==> src/rtl/core/dds_pkg.sv <==
package dds_pkg;

  // Configuration port
  localparam int CFG_IDX_W  = 3;
  localparam int CFG_DATA_W = 16;

  typedef logic [CFG_IDX_W-1:0] cfg_idx_t;

  localparam cfg_idx_t CFG_KP             = 3'd0;
  localparam cfg_idx_t CFG_KI             = 3'd1;
  localparam cfg_idx_t CFG_CRUISE_CNT     = 3'd2;
  localparam cfg_idx_t CFG_STEER_OFS      = 3'd3;
  localparam cfg_idx_t CFG_INTEGRAL_LIMIT = 3'd4;
  localparam cfg_idx_t CFG_PWM_LIMIT      = 3'd5;

  // Fixed field widths
  localparam int GAIN_W = 16;
  localparam int LIM_W  = 15;
  localparam int OUT_W  = 16;

  // Register reset values
  localparam logic [GAIN_W-1:0] KP_RST             = 16'd10240;
  localparam logic [GAIN_W-1:0] KI_RST             = 16'd512;
  localparam logic [LIM_W-1:0]  CRUISE_CNT_RST     = 15'd60;
  localparam logic [LIM_W-1:0]  STEER_OFS_RST      = 15'd2500;
  localparam logic [LIM_W-1:0]  INTEGRAL_LIMIT_RST = 15'd4000;
  localparam logic [LIM_W-1:0]  PWM_LIMIT_RST      = 15'd7200;

  typedef struct packed {
    logic [GAIN_W-1:0] kp;
    logic [GAIN_W-1:0] ki;
    logic [LIM_W-1:0]  cruise_cnt;
    logic [LIM_W-1:0]  steer_ofs;
    logic [LIM_W-1:0]  integral_limit;
    logic [LIM_W-1:0]  pwm_limit;
  } cfg_t;

  // One result word: drive plus the two motor commands
  typedef struct packed {
    logic signed [OUT_W-1:0] drive;
    logic signed [OUT_W-1:0] motor_left;
    logic signed [OUT_W-1:0] motor_right;
  } mix_t;

endpackage

==> src/rtl/core/dds_if.sv <==
interface dds_in_if #(parameter int COUNT_WIDTH = 16);
  logic                          valid;
  logic                          ready;
  logic signed [COUNT_WIDTH-1:0] count_left;
  logic signed [COUNT_WIDTH-1:0] count_right_raw;
  logic                          go_forward;
  logic                          go_backward;
  logic                          turn_left;
  logic                          turn_right;

  modport source (
    output valid, count_left, count_right_raw, go_forward, go_backward,
           turn_left, turn_right,
    input  ready
  );
  modport sink (
    input  valid, count_left, count_right_raw, go_forward, go_backward,
           turn_left, turn_right,
    output ready
  );
endinterface

interface dds_out_if;
  logic               valid;
  logic               ready;
  logic signed [15:0] drive;
  logic signed [15:0] motor_left;
  logic signed [15:0] motor_right;

  modport source (
    output valid, drive, motor_left, motor_right,
    input  ready
  );
  modport sink (
    input  valid, drive, motor_left, motor_right,
    output ready
  );
endinterface

==> src/rtl/core/dds_mix.sv <==
module dds_mix import dds_pkg::*; #(
  parameter int ACC_W = 51
) (
  input  logic signed [ACC_W-1:0] acc,
  input  logic signed [OUT_W-1:0] turn,
  input  logic [LIM_W-1:0]        pwm_limit,
  output mix_t                    res
);

  localparam int MIX_W = OUT_W + 1;

  logic [ACC_W-1:0]        bias_u;
  logic signed [ACC_W-1:0] biased;
  logic signed [ACC_W-1:0] quot;
  logic signed [ACC_W-1:0] lim_a;
  logic signed [MIX_W-1:0] lim_m;
  logic signed [OUT_W-1:0] drive;
  logic signed [MIX_W-1:0] ml_raw;
  logic signed [MIX_W-1:0] mr_raw;

  // Divide by 256 with truncation toward zero: bias negatives by 255
  assign bias_u = {{(ACC_W-8){1'b0}}, {8{acc[ACC_W-1]}}};
  assign biased = acc + $signed(bias_u);
  assign quot   = biased >>> 8;

  assign lim_a = ACC_W'($signed({1'b0, pwm_limit}));
  assign lim_m = MIX_W'($signed({1'b0, pwm_limit}));

  always_comb begin
    if (quot > lim_a) begin
      drive = OUT_W'(lim_a);
    end else if (quot < -lim_a) begin
      drive = OUT_W'(-lim_a);
    end else begin
      drive = OUT_W'(quot);
    end
  end

  assign ml_raw = MIX_W'(drive) - MIX_W'(turn);
  assign mr_raw = MIX_W'(drive) + MIX_W'(turn);

  always_comb begin
    res.drive = drive;
    if (ml_raw > lim_m) begin
      res.motor_left = OUT_W'(lim_m);
    end else if (ml_raw < -lim_m) begin
      res.motor_left = OUT_W'(-lim_m);
    end else begin
      res.motor_left = OUT_W'(ml_raw);
    end
    if (mr_raw > lim_m) begin
      res.motor_right = OUT_W'(lim_m);
    end else if (mr_raw < -lim_m) begin
      res.motor_right = OUT_W'(-lim_m);
    end else begin
      res.motor_right = OUT_W'(mr_raw);
    end
  end

endmodule

==> src/rtl/core/differential_drive_pi_speed_unit.sv <==
// PI speed controller for a two-wheel differential drive. Each input word is one
// control tick (both encoder counts plus the four command bits); each output word
// carries the clamped drive and the left/right motor PWM. The block takes one word
// per clock while the output is not held off; each word passes through the input
// register, error/integral stage, multiplier stage, accumulate stage and output
// register in that order. The integral updates as a word leaves the input register,
// so ticks follow each other with no gap. Stages collapse bubbles independently, so
// the block keeps taking words while a finished result waits on the output, until
// every stage holds a word. Write configuration only while no word is in flight.
module differential_drive_pi_speed_unit import dds_pkg::*; #(
  parameter int COUNT_WIDTH = 16
) (
  input  logic                  clk,
  input  logic                  rst_n,
  dds_in_if.sink                in_ch,
  dds_out_if.source             out_ch,
  input  logic                  cfg_we,
  input  cfg_idx_t              cfg_idx,
  input  logic [CFG_DATA_W-1:0] cfg_wdata
);

  localparam int SUM_W  = COUNT_WIDTH + 1;
  localparam int ERR_W  = ((SUM_W > OUT_W) ? SUM_W : OUT_W) + 1;
  localparam int INTS_W = ERR_W + 1;
  localparam int PRD_W  = ERR_W + GAIN_W + 1;
  localparam int ACC_W  = PRD_W + 1;

  // ---------------------------------------------------------------------------
  // Configuration registers
  // ---------------------------------------------------------------------------
  cfg_t cfg_r;

  always_ff @(posedge clk) begin
    if (!rst_n) begin
      cfg_r.kp             <= KP_RST;
      cfg_r.ki             <= KI_RST;
      cfg_r.cruise_cnt     <= CRUISE_CNT_RST;
      cfg_r.steer_ofs      <= STEER_OFS_RST;
      cfg_r.integral_limit <= INTEGRAL_LIMIT_RST;
      cfg_r.pwm_limit      <= PWM_LIMIT_RST;
    end else if (cfg_we) begin
      unique case (cfg_idx)
        CFG_KP:             cfg_r.kp             <= cfg_wdata;
        CFG_KI:             cfg_r.ki             <= cfg_wdata;
        CFG_CRUISE_CNT:     cfg_r.cruise_cnt     <= cfg_wdata[LIM_W-1:0];
        CFG_STEER_OFS:      cfg_r.steer_ofs      <= cfg_wdata[LIM_W-1:0];
        CFG_INTEGRAL_LIMIT: cfg_r.integral_limit <= cfg_wdata[LIM_W-1:0];
        CFG_PWM_LIMIT:      cfg_r.pwm_limit      <= cfg_wdata[LIM_W-1:0];
        default: ;  // drop writes to unused indexes
      endcase
    end
  end

  // ---------------------------------------------------------------------------
  // Pipeline flow control: each stage loads when empty or when it drains
  // ---------------------------------------------------------------------------
  logic a_v_r, b_v_r, p_v_r, s_v_r, out_v_r;
  logic a_ld, b_ld, p_ld, s_ld, out_ld;
  logic mv_ab;

  assign out_ld      = !out_v_r || out_ch.ready;
  assign s_ld        = !s_v_r || out_ld;
  assign p_ld        = !p_v_r || s_ld;
  assign b_ld        = !b_v_r || p_ld;
  assign a_ld        = !a_v_r || b_ld;
  assign in_ch.ready = a_ld;
  assign mv_ab       = a_v_r && b_ld;

  always_ff @(posedge clk) begin
    if (!rst_n) begin
      a_v_r   <= 1'b0;
      b_v_r   <= 1'b0;
      p_v_r   <= 1'b0;
      s_v_r   <= 1'b0;
      out_v_r <= 1'b0;
    end else begin
      if (a_ld)   a_v_r   <= in_ch.valid;
      if (b_ld)   b_v_r   <= a_v_r;
      if (p_ld)   p_v_r   <= b_v_r;
      if (s_ld)   s_v_r   <= p_v_r;
      if (out_ld) out_v_r <= s_v_r;
    end
  end

  // ---------------------------------------------------------------------------
  // Stage A: input register
  // ---------------------------------------------------------------------------
  logic signed [COUNT_WIDTH-1:0] a_cl_r, a_cr_r;
  logic                          a_fwd_r, a_back_r, a_tl_r, a_tr_r;

  always_ff @(posedge clk) begin
    if (a_ld && in_ch.valid) begin
      a_cl_r   <= in_ch.count_left;
      a_cr_r   <= in_ch.count_right_raw;
      a_fwd_r  <= in_ch.go_forward;
      a_back_r <= in_ch.go_backward;
      a_tl_r   <= in_ch.turn_left;
      a_tr_r   <= in_ch.turn_right;
    end
  end

  // ---------------------------------------------------------------------------
  // Stage A -> B: speed error, integral update and turn offset
  // ---------------------------------------------------------------------------
  logic signed [OUT_W-1:0]  integ_r, integ_nxt;
  logic signed [SUM_W-1:0]  cnt_sum;
  logic signed [OUT_W-1:0]  target;
  logic signed [OUT_W-1:0]  turn;
  logic signed [ERR_W-1:0]  err;
  logic signed [INTS_W-1:0] integ_sum;
  logic signed [INTS_W-1:0] ilim;

  // Right count arrives negated, so the count sum is left minus raw right
  assign cnt_sum = SUM_W'(a_cl_r) - SUM_W'(a_cr_r);

  always_comb begin
    priority if (a_fwd_r) begin
      target = $signed({1'b0, cfg_r.cruise_cnt});
    end else if (a_back_r) begin
      target = -$signed({1'b0, cfg_r.cruise_cnt});
    end else begin
      target = '0;
    end
  end

  always_comb begin
    priority if (a_tl_r) begin
      turn = $signed({1'b0, cfg_r.steer_ofs});
    end else if (a_tr_r) begin
      turn = -$signed({1'b0, cfg_r.steer_ofs});
    end else begin
      turn = '0;
    end
  end

  assign err       = ERR_W'(target) - ERR_W'(cnt_sum);
  assign integ_sum = INTS_W'(integ_r) + INTS_W'(err);
  assign ilim      = INTS_W'($signed({1'b0, cfg_r.integral_limit}));

  // Clamp the accumulated error symmetrically
  always_comb begin
    if (integ_sum > ilim) begin
      integ_nxt = OUT_W'(ilim);
    end else if (integ_sum < -ilim) begin
      integ_nxt = OUT_W'(-ilim);
    end else begin
      integ_nxt = OUT_W'(integ_sum);
    end
  end

  // Advance the integral only as a word moves on, so ticks stay in order
  always_ff @(posedge clk) begin
    if (!rst_n) begin
      integ_r <= '0;
    end else if (mv_ab) begin
      integ_r <= integ_nxt;
    end
  end

  logic signed [ERR_W-1:0] b_err_r;
  logic signed [OUT_W-1:0] b_integ_r;
  logic signed [OUT_W-1:0] b_turn_r;

  always_ff @(posedge clk) begin
    if (mv_ab) begin
      b_err_r   <= err;
      b_integ_r <= integ_nxt;
      b_turn_r  <= turn;
    end
  end

  // ---------------------------------------------------------------------------
  // Stage B -> P: gain products
  // ---------------------------------------------------------------------------
  logic signed [GAIN_W:0]  kp_s, ki_s;
  logic signed [PRD_W-1:0] p_prop_r, p_intg_r;
  logic signed [OUT_W-1:0] p_turn_r;

  assign kp_s = $signed({1'b0, cfg_r.kp});
  assign ki_s = $signed({1'b0, cfg_r.ki});

  always_ff @(posedge clk) begin
    if (p_ld && b_v_r) begin
      p_prop_r <= PRD_W'(kp_s) * PRD_W'(b_err_r);
      p_intg_r <= PRD_W'(ki_s) * PRD_W'(b_integ_r);
      p_turn_r <= b_turn_r;
    end
  end

  // ---------------------------------------------------------------------------
  // Stage P -> S: sum of both terms (signed Q28.8 before scaling)
  // ---------------------------------------------------------------------------
  logic signed [ACC_W-1:0] s_acc_r;
  logic signed [OUT_W-1:0] s_turn_r;

  always_ff @(posedge clk) begin
    if (s_ld && p_v_r) begin
      s_acc_r  <= ACC_W'(p_prop_r) + ACC_W'(p_intg_r);
      s_turn_r <= p_turn_r;
    end
  end

  // ---------------------------------------------------------------------------
  // Stage S -> output: scale, clamp and split into the two motors
  // ---------------------------------------------------------------------------
  mix_t mix_res;
  mix_t out_word_r;

  dds_mix #(
    .ACC_W (ACC_W)
  ) u_mix (
    .acc       (s_acc_r),
    .turn      (s_turn_r),
    .pwm_limit (cfg_r.pwm_limit),
    .res       (mix_res)
  );

  always_ff @(posedge clk) begin
    if (out_ld && s_v_r) begin
      out_word_r <= mix_res;
    end
  end

  assign out_ch.valid       = out_v_r;
  assign out_ch.drive       = out_word_r.drive;
  assign out_ch.motor_left  = out_word_r.motor_left;
  assign out_ch.motor_right = out_word_r.motor_right;

  // ---------------------------------------------------------------------------
  // Assertions
  // ---------------------------------------------------------------------------
  logic signed [OUT_W-1:0] plim_s;
  assign plim_s = $signed({1'b0, cfg_r.pwm_limit});

  // Integral lands inside the limit in force when it was updated
  a_integ_bound: assert property (@(posedge clk) disable iff (!rst_n)
    mv_ab |=> (integ_r <= $signed({1'b0, $past(cfg_r.integral_limit)}) &&
               integ_r >= -$signed({1'b0, $past(cfg_r.integral_limit)})))
    else $error("integral outside its clamp");

  // Integral holds unless a word moves out of the input register
  a_integ_hold: assert property (@(posedge clk) disable iff (!rst_n)
    !mv_ab |=> $stable(integ_r))
    else $error("integral changed without a word");

  // Every delivered command respects the PWM clamp
  a_out_bound: assert property (@(posedge clk) disable iff (!rst_n)
    out_v_r |-> (out_word_r.drive <= plim_s && out_word_r.drive >= -plim_s &&
                 out_word_r.motor_left <= plim_s && out_word_r.motor_left >= -plim_s &&
                 out_word_r.motor_right <= plim_s && out_word_r.motor_right >= -plim_s))
    else $error("output beyond pwm limit");

endmodule
==> src/flat_wrapper.sv <==
// flat-port wrapper written by rule: the top's interface ports become plain ports
module differential_drive_pi_speed_unit_flat import dds_pkg::*;
#(
  parameter int COUNT_WIDTH = 16
)
  (clk, rst_n, cfg_we, cfg_idx, cfg_wdata, in_ch_valid, in_ch_count_left, in_ch_count_right_raw, in_ch_go_forward, in_ch_go_backward, in_ch_turn_left, in_ch_turn_right, in_ch_ready, out_ch_valid, out_ch_drive, out_ch_motor_left, out_ch_motor_right, out_ch_ready);
  dds_in_if #(.COUNT_WIDTH(COUNT_WIDTH)) in_ch_i ();
  dds_out_if out_ch_i ();
  input  logic clk;
  input  logic rst_n;
  input  logic cfg_we;
  input  cfg_idx_t cfg_idx;
  input  logic [CFG_DATA_W-1:0] cfg_wdata;
  input wire logic [$bits(in_ch_i.valid)-1:0] in_ch_valid;
  input wire logic [$bits(in_ch_i.count_left)-1:0] in_ch_count_left;
  input wire logic [$bits(in_ch_i.count_right_raw)-1:0] in_ch_count_right_raw;
  input wire logic [$bits(in_ch_i.go_forward)-1:0] in_ch_go_forward;
  input wire logic [$bits(in_ch_i.go_backward)-1:0] in_ch_go_backward;
  input wire logic [$bits(in_ch_i.turn_left)-1:0] in_ch_turn_left;
  input wire logic [$bits(in_ch_i.turn_right)-1:0] in_ch_turn_right;
  output wire logic [$bits(in_ch_i.ready)-1:0] in_ch_ready;
  output wire logic [$bits(out_ch_i.valid)-1:0] out_ch_valid;
  output wire logic [$bits(out_ch_i.drive)-1:0] out_ch_drive;
  output wire logic [$bits(out_ch_i.motor_left)-1:0] out_ch_motor_left;
  output wire logic [$bits(out_ch_i.motor_right)-1:0] out_ch_motor_right;
  input wire logic [$bits(out_ch_i.ready)-1:0] out_ch_ready;
  assign in_ch_i.valid = in_ch_valid;
  assign in_ch_i.count_left = in_ch_count_left;
  assign in_ch_i.count_right_raw = in_ch_count_right_raw;
  assign in_ch_i.go_forward = in_ch_go_forward;
  assign in_ch_i.go_backward = in_ch_go_backward;
  assign in_ch_i.turn_left = in_ch_turn_left;
  assign in_ch_i.turn_right = in_ch_turn_right;
  assign in_ch_ready = in_ch_i.ready;
  assign out_ch_valid = out_ch_i.valid;
  assign out_ch_drive = out_ch_i.drive;
  assign out_ch_motor_left = out_ch_i.motor_left;
  assign out_ch_motor_right = out_ch_i.motor_right;
  assign out_ch_i.ready = out_ch_ready;
  differential_drive_pi_speed_unit #(.COUNT_WIDTH(COUNT_WIDTH)) u_core (.clk(clk), .rst_n(rst_n), .in_ch(in_ch_i), .out_ch(out_ch_i), .cfg_we(cfg_we), .cfg_idx(cfg_idx), .cfg_wdata(cfg_wdata));
endmodule
==> config.mk <==
export PLATFORM = sky130hd
export DESIGN_NAME = differential_drive_pi_speed_unit_flat
export DESIGN_NICKNAME = d
export VERILOG_FILES = /design/src/rtl/core/dds_pkg.sv /design/src/rtl/core/dds_if.sv /design/src/rtl/core/dds_mix.sv /design/src/rtl/core/differential_drive_pi_speed_unit.sv /design/src/flat_wrapper.sv
export SDC_FILE = /design/constraint.sdc
export NUM_CORES = 2
export LEC_CHECK = 0
export BUFFER_PORTS_ARGS = -buffer_cell sky130_fd_sc_hd__buf_4
export CAP_MARGIN = 0
export CORE_MARGIN = 1
export CORE_UTILIZATION = 55
export CTS_CLUSTER_DIAMETER = 120
export DETAILED_ROUTE_END_ITERATION = 6
export GPL_TIMING_DRIVEN = 1
export PLACE_DENSITY = 0.72
export SKIP_LAST_GASP = 1
export SLEW_MARGIN = 40
export SYNTH_ARGS = -nofsm -noshare
export SYNTH_HDL_FRONTEND = slang
export SYNTH_HIERARCHICAL = 1
export SYNTH_SLANG_ARGS = --single-unit
==> constraint.sdc <==
create_clock -name clk -period 17.2 [get_ports clk]
set_input_delay 0.86 -clock clk [delete_from_list [all_inputs] [get_ports clk]]
set_output_delay 0.86 -clock clk [all_outputs]
set_load 0.005 [all_outputs]
# Yosys cells after proc, flatten, opt, wreduce, memory -nomap -nowiden
# Cells that the tools add are included.
# Widths: inputs -> output; s select.
# totals
romBits,0
ram_bits,0
mem_count,0
input_bits,60
latch_bits,0
output_inout_bits,50
reg_bits,383
wordCells,95
# classes
n_mux,12
reduce_logical,23
shifts,0
div_mod_pow,0
n_mul,2
eq_ne,5
bitwise,1
n_addsub,12
n_lt_le_gt_ge,8
# op_table
cell,n
$mux 16,8
$mux 15,4
$add 35x33->36,1
$add 36x9->36,1
$lt 28x36->1,1
$neg 15->36,1
$mul 17x18->35,1
$gt 17x16->1,2
$lt 17x17->1,2
$sub 16x16->17,2
$mul 17x16->33,1
$neg 15->16,2
$gt 28x16->1,1
$add 16x18->19,1
$gt 19x16->1,1
$lt 19x19->1,1
$neg 15->19,1
$sub 16x17->18,1
$add 16x16->17,1
$neg 15->17,1
$reduce_and 2->1,6
$eq 3x2->1 const B,2
$eq 3x3->1 const B,2
$logic_and 1x1->1,5
6 further kinds,14

# Longest topological paths before layout
# depth
word_depth,8
depth_mapped,42
ltp_nobuf,38

# Cells and area by module
# The synthesis kept the hierarchy.
# modules_own_cells
mod,cells_each,area_each_um2,n_inst
differential_drive_pi_speed_unit,3798,37638.6,1
dds_mix,823,6014.5,1

# Least setup slack after synthesis
# OpenSTA, ideal clock, no wires.
# synth_timing
path_type,reg2reg
from,register u_core.s_acc_r[35]
to,"register u_core.out_word_r (netlist bit u_core/out_ch.motor_right[1]), data pin"
stages_incl_launch_ff,39
required_ns,16.936
slack_ns,8.487
arrival_time_ns,8.449
period_less_slack_ns,8.713
path_cell_list,edfxtp_1 > ha_1 > nand3_1 > a2111oi_4 > a22oi_4 > nor4_1 > nand2_1 > xnor2_1 > ha_1 > and3_1 > a211o_1 > a221oi_1 > a31oi_1 > o21ai_0 > o2111ai_1 > a22o_2 > buf_6 > buf_12 > [3 not listed] > inv_1 > fa_1 > o21ba_2 > o21ai_0 > a311oi_1 > o31ai_1 > a21o_1 > a21oi_1 > a221oi_1 > a21oi_1 > ha_1 > nor2b_1 > a211oi_1 > a31oi_1 > clkbuf_1 > clkbuf_1 > mux2i_1 > mux2i_1
# synth_lines
element,line,text
from (decl),differential_drive_pi_speed_unit.sv:193,logic signed [ACC_W-1:0] s_acc_r;
from (signal assigned),differential_drive_pi_speed_unit.sv:198,s_acc_r <= ACC_W'(p_prop_r) + ACC_W'(p_intg_r);
to (signal assigned),differential_drive_pi_speed_unit.sv:220,out_word_r <= mix_res;
to (decl),differential_drive_pi_speed_unit.sv:207,mix_t out_word_r;

==> impl_table.tex <==
\begin{tabular}{lr}
\hline
Metric & Value \\
\hline
\multicolumn{2}{l}{\textbf{Run status}} \\
\quad Outcome & complete, no violations \\
\multicolumn{2}{l}{\textbf{Setup path}} \\
\quad Crit path buf inv count & 2 \\
\quad Largest delay contributor family on the critical path & compound AO/OA/AOI/OAI gates \\
\quad Most prevalent standard cell on the critical path & ha\_1 \\
\quad Largest stage delay on the critical path & 0.64 ns \\
\quad Maximum fanout along the worst path & 27 \\
\quad Element type at the critical path end & flip-flop \\
\quad Startpoint type of the worst setup path & flip-flop \\
\quad Max stage delay cell, worst path & a22o\_2 \\
\quad Worst Path Class, Setup & flip-flop to flip-flop \\
\quad Data arrival, critical path & 11.03 ns \\
\quad Worst endpoint required time & 17.62 ns \\
\multicolumn{2}{l}{\textbf{Clock network}} \\
\quad Clock latency on the worst-skew pair & 0.59 ns \\
\quad H-tree level count & 2 \\
\quad CTS clk-pin slew, worst paths & 0.06 ns \\
\quad CTS buffer count & 44 \\
\quad Clock tree root buffer cell & clkbuf\_16 \\
\quad Clock tree from TritonCTS & yes \\
\quad Count of cells resized by post-cts repair & 0 \\
\quad Clock sink total & 383 \\
\quad Hold\_buf cts & 0 \\
\quad Number of buffers on the longest clock path & 3 \\
\quad Number of buffers inserted by post-CTS setup repair & 0 \\
\multicolumn{2}{l}{\textbf{Yosys}} \\
\quad Cell accounting for the most synthesized area & fa\_1 \\
\quad Ys flop type & edfxtp\_1 \\
\quad Share of synthesized registers carrying an async set or reset & 0\% \\
\quad Synth Area in Adders & a little over a third \\
\quad Xor/xnor cell area share of the yosys netlist & $\sim$3.9\% \\
\quad Simple-Gate Fraction of Synth Area & roughly 15\% \\
\quad Largest family of logic cells by synthesized area & adder cells \\
\quad Synthesized flop and latch total & 383 \\
\quad Number of instances in the synthesized netlist & roughly 4,600 \\
\quad Portion of synthesized cell area occupied by the leading cell type & 23.25\% \\
\quad Avg Inst Size Synth & 9.447 sq um \\
\quad Mapped Area & 43,650 sq um \\
\quad Count of warnings emitted by yosys & 6 \\
\quad Number of distinct library cell variants in the gate-level netlist after synthesis & 97 \\
\quad Synthesized-area fraction occupied by ao, oa, aoi and oai cells & a little under an eighth \\
\quad Mux contribution to synthesized area & 1.545\% \\
\quad Top cells by area in the synthesized netlist & fa\_1, edfxtp\_1, ha\_1 \\
\quad Post-Syn Nets & 5,652 \\
\quad Number of enable-type register cells in the synthesized netlist & 270 \\
\quad Sequential-to-total area share from yosys stat & 23.76\% \\
\multicolumn{2}{l}{\textbf{Floorplan}} \\
\quad Die width & roughly 280 microns \\
\quad Number of rows created at floorplan & 102 \\
\quad Starting density of the core & 55.98\% \\
\quad Vertical die dimension & between 200 and 300 microns \\
\quad Floorplan Core Area & 77,980 sq um \\
\quad Total Die Area & approximately 80,000 sq um \\
\quad Top-level port count & 110 \\
\multicolumn{2}{l}{\textbf{Power and ir drop}} \\
\quad Overall power after layout & 5623 uW \\
\quad Clock group share of total power & 17.8\% \\
\quad Leakage Power & 0.02152 uW \\
\quad Combinational cell fraction of total power & 57.5\% \\
\quad Pwr/cell area & 119.7 nW/um\^{}2 \\
\quad Fraction of power spent switching nets & 44.59\% \\
\quad Switching power & $\sim$2500 uW \\
\quad Register share of total power & 24.7\% \\
\quad IR drop worst, VDD & 0.1192 mV \\
\quad Cell internal pwr & approximately 3100 uW \\
\multicolumn{2}{l}{\textbf{Timing}} \\
\quad Aggregate negative setup slack & 0 ns \\
\quad Worst Clk Skew & 0.01919 ns \\
\quad Worst-case headroom to the max-slew limit & 41.34\% \\
\quad Period utilisation layout & 61.69\% \\
\quad Unrepaired setup endpoints after global routing & false \\
\quad Clock period minus worst slack & 10.61 ns \\
\quad Final Hold Fails & 0 \\
\quad Pins over their slew limit & 0 \\
\quad Actual slew at the worst max-slew pin & approximately 0.88 ns \\
\quad Max Clock Freq & 0.09424 GHz \\
\quad Final setup margin & 6.589 ns \\
\quad \# setup viols final & 0 \\
\multicolumn{2}{l}{\textbf{Routing}} \\
\quad Post-DR wirelength/cell & approximately 20 microns \\
\quad Starting DRT DRC Count & 2,551 \\
\quad Via-per-instance ratio & 5.716 \\
\quad Routed Antenna Nets & 0 \\
\quad Detailed-routing iteration count for the pre-antenna-repair pass & 7 \\
\quad Total via count after detailed routing & 32,700 \\
\quad Routed WL & 113.7 mm \\
\quad Post-route DRC violation count & 0 \\
\multicolumn{2}{l}{\textbf{Cells and area}} \\
\quad Fraction of layout cells with a size suffix above 1 & 5.726\% \\
\quad Commonest cells after routing, fill and taps aside & inv\_1, nand2\_1, fa\_1, ha\_1 \\
\quad Area of all sequential standard cells & 10,380 sq um \\
\quad Multi-input gate area in the final layout & 29,920 sq um \\
\quad Post-route cell area & between 40,000 and 50,000 sq um \\
\quad Growth of design area from synthesis to finish & 7.644\% \\
\quad Commonest non-fill, non-tap cell in the layout & inv\_1 \\
\quad \# nets final & 5,675 \\
\quad Number of inserted filler cells in the final layout & 6,638 \\
\multicolumn{2}{l}{\textbf{GRT}} \\
\quad Total overflow reported by the global router & 0 \\
\quad Global-route wire length before repair & 180.7 mm \\
\quad Global-route usage over all layers & 28.63\% \\
\quad Via count of the first global-routing pass & 33,120 \\
\quad Antenna violations before repair & 0 \\
\quad Largest net degree at the start of global routing & 84 \\
\multicolumn{2}{l}{\textbf{Hold path}} \\
\quad Hold WC Path Type & flip-flop to flip-flop \\
\multicolumn{2}{l}{\textbf{Place}} \\
\quad Placement Setup Slack & about 6.9 ns \\
\quad Detailed placement HPWL & 89.41 mm \\
\quad Total of buffers placed on input and output ports & 109 \\
\quad Cell area after placement & 45,410 sq um \\
\quad GPL Wtd Cong & slightly below 1 \\
\multicolumn{2}{l}{\textbf{Run}} \\
\quad Max-Cap Viols & 0 \\
\hline
\end{tabular}
## layer usage
layer / global-route usage (%) / vias to the layer above / wire [microns]
met3: 4.871 / 208 / 8145
met1: 38.17 / 16060 / 48280
li1: - / 15260 / -
met2: 47.04 / 1169 / 53010
met5: 0 / - / 0
met4: 10.08 / 0 / 4274
## area by class of cell
cell class	count	share of cell area [%]
antenna	1	0.005325
multi-input combinational	3331	63.68
timing repair buffer	130	2.117
sequential	383	22.08
clock buffer	59	2.796
tap	1040	2.769
inverter	754	6.023
clock inverter	23	0.5299
## worst register-to-register path: cells and delay by family (launching register included)
family	cells	cell delay (ns)
compound gates	17	5.43
xor+xnor	2	0.64
fa+ha+maj	5	1.63
buf+inv	2	0.18
flops	1	0.56
simple gates	10	2.00
## cells in the mapped netlist, types with 9 or more instances
cell / count
inv_1: 750
nand2_1: 577
fa_1: 507
ha_1: 464
and2_1: 270
edfxtp_1: 270
a21oi_1: 253
nor2_1: 179
xnor2_1: 141
clkbuf_1: 133
dfxtp_1: 113
o21ai_0: 95
a21o_1: 83
nor3_1: 65
nand3_1: 58
mux2i_1: 55
nand2b_1: 50
xor2_1: 50
o21a_1: 43
nor2b_1: 38
o31ai_1: 34
nand4_1: 25
and3_1: 22
o21bai_1: 19
a211oi_1: 18
o211ai_1: 18
a31oi_1: 17
o21ai_1: 17
nor3b_1: 14
a22oi_1: 12
o2bb2ai_1: 12
or3_1: 12
a211o_1: 11
mux2_2: 11
nor4_1: 11
buf_2: 10
o21ba_1: 9
## cells by family (layout without fill, tap and decap cells)
kind of cell / after synthesis / count (layout)
and+or+nand+nor: 1352 / 1352
adders and majority gates: 972 / 972
buffers and inverters: 907 / 966
AOI/OAI and AO/OA: 749 / 749
DFF: 383 / 383
xor gates and xnor gates: 192 / 192
muxes: 66 / 66
other: 0 / 1
## power groups by stage
stage | Clock (uW) | Sequential (uW) | Combinational, uW
after floorplan | 0 | 1260 | 2460
after global placement | 0 | 1410 | 3130
after detailed placement | 0 | 1410 | 3180
after CTS | 1020 | 1390 | 3210
after global routing | 1050 | 1400 | 3620
final | 999 | 1390 | 3230
## per-stage QoR
| stage | hold slack, ns | cells | utilization (%) |
|---|---|---|---|
| floorplan | 0.4003 | 4621 | - |
| detailed placement | 0.4054 | 5637 | 58.23 |
| global route | 0.4187 | 5720 | 60.26 |
| finish | 0.4130 | 5721 | 60.26 |
| global placement | 0.4003 | 5636 | 58.15 |
| CTS | 0.4159 | 5719 | 60.24 |
## registers in the layout (all words and copies together) (netlist names), 16 cells and up
name	flops
u_core/s_acc_r	36
u_core/cfg_r	92
u_core/p_prop_r	35
u_core/b_turn_r	16
u_core/out_ch.motor_left	16
u_core/a_cr_r	16
u_core/out_ch.drive	16
u_core/b_err_r	18
u_core/a_cl_r	16
u_core/s_turn_r	16
u_core/p_intg_r	33
u_core/integ_r	16
u_core/b_integ_r	16
u_core/out_ch.motor_right	16
u_core/p_turn_r	16
## path summary, 6_finish.rpt
| kind | cells past startpoint | slack (ns) | to | start |
|---|---|---|---|---|
| setup / recovery | 36 | 6.59 | u_core/out_ch.motor_left[3] | u_core/s_acc_r[35] |
| hold / removal | 0 | 0.41 | u_core/p_turn_r[6] | u_core/b_turn_r[6] |
| setup reg to reg | 36 | 6.59 | u_core/out_ch.motor_left[3] | u_core/s_acc_r[35] |
| hold reg to reg | 0 | 0.41 | u_core/p_turn_r[6] | u_core/b_turn_r[6] |
No activity file was read; power rests on OpenSTA's default activity.
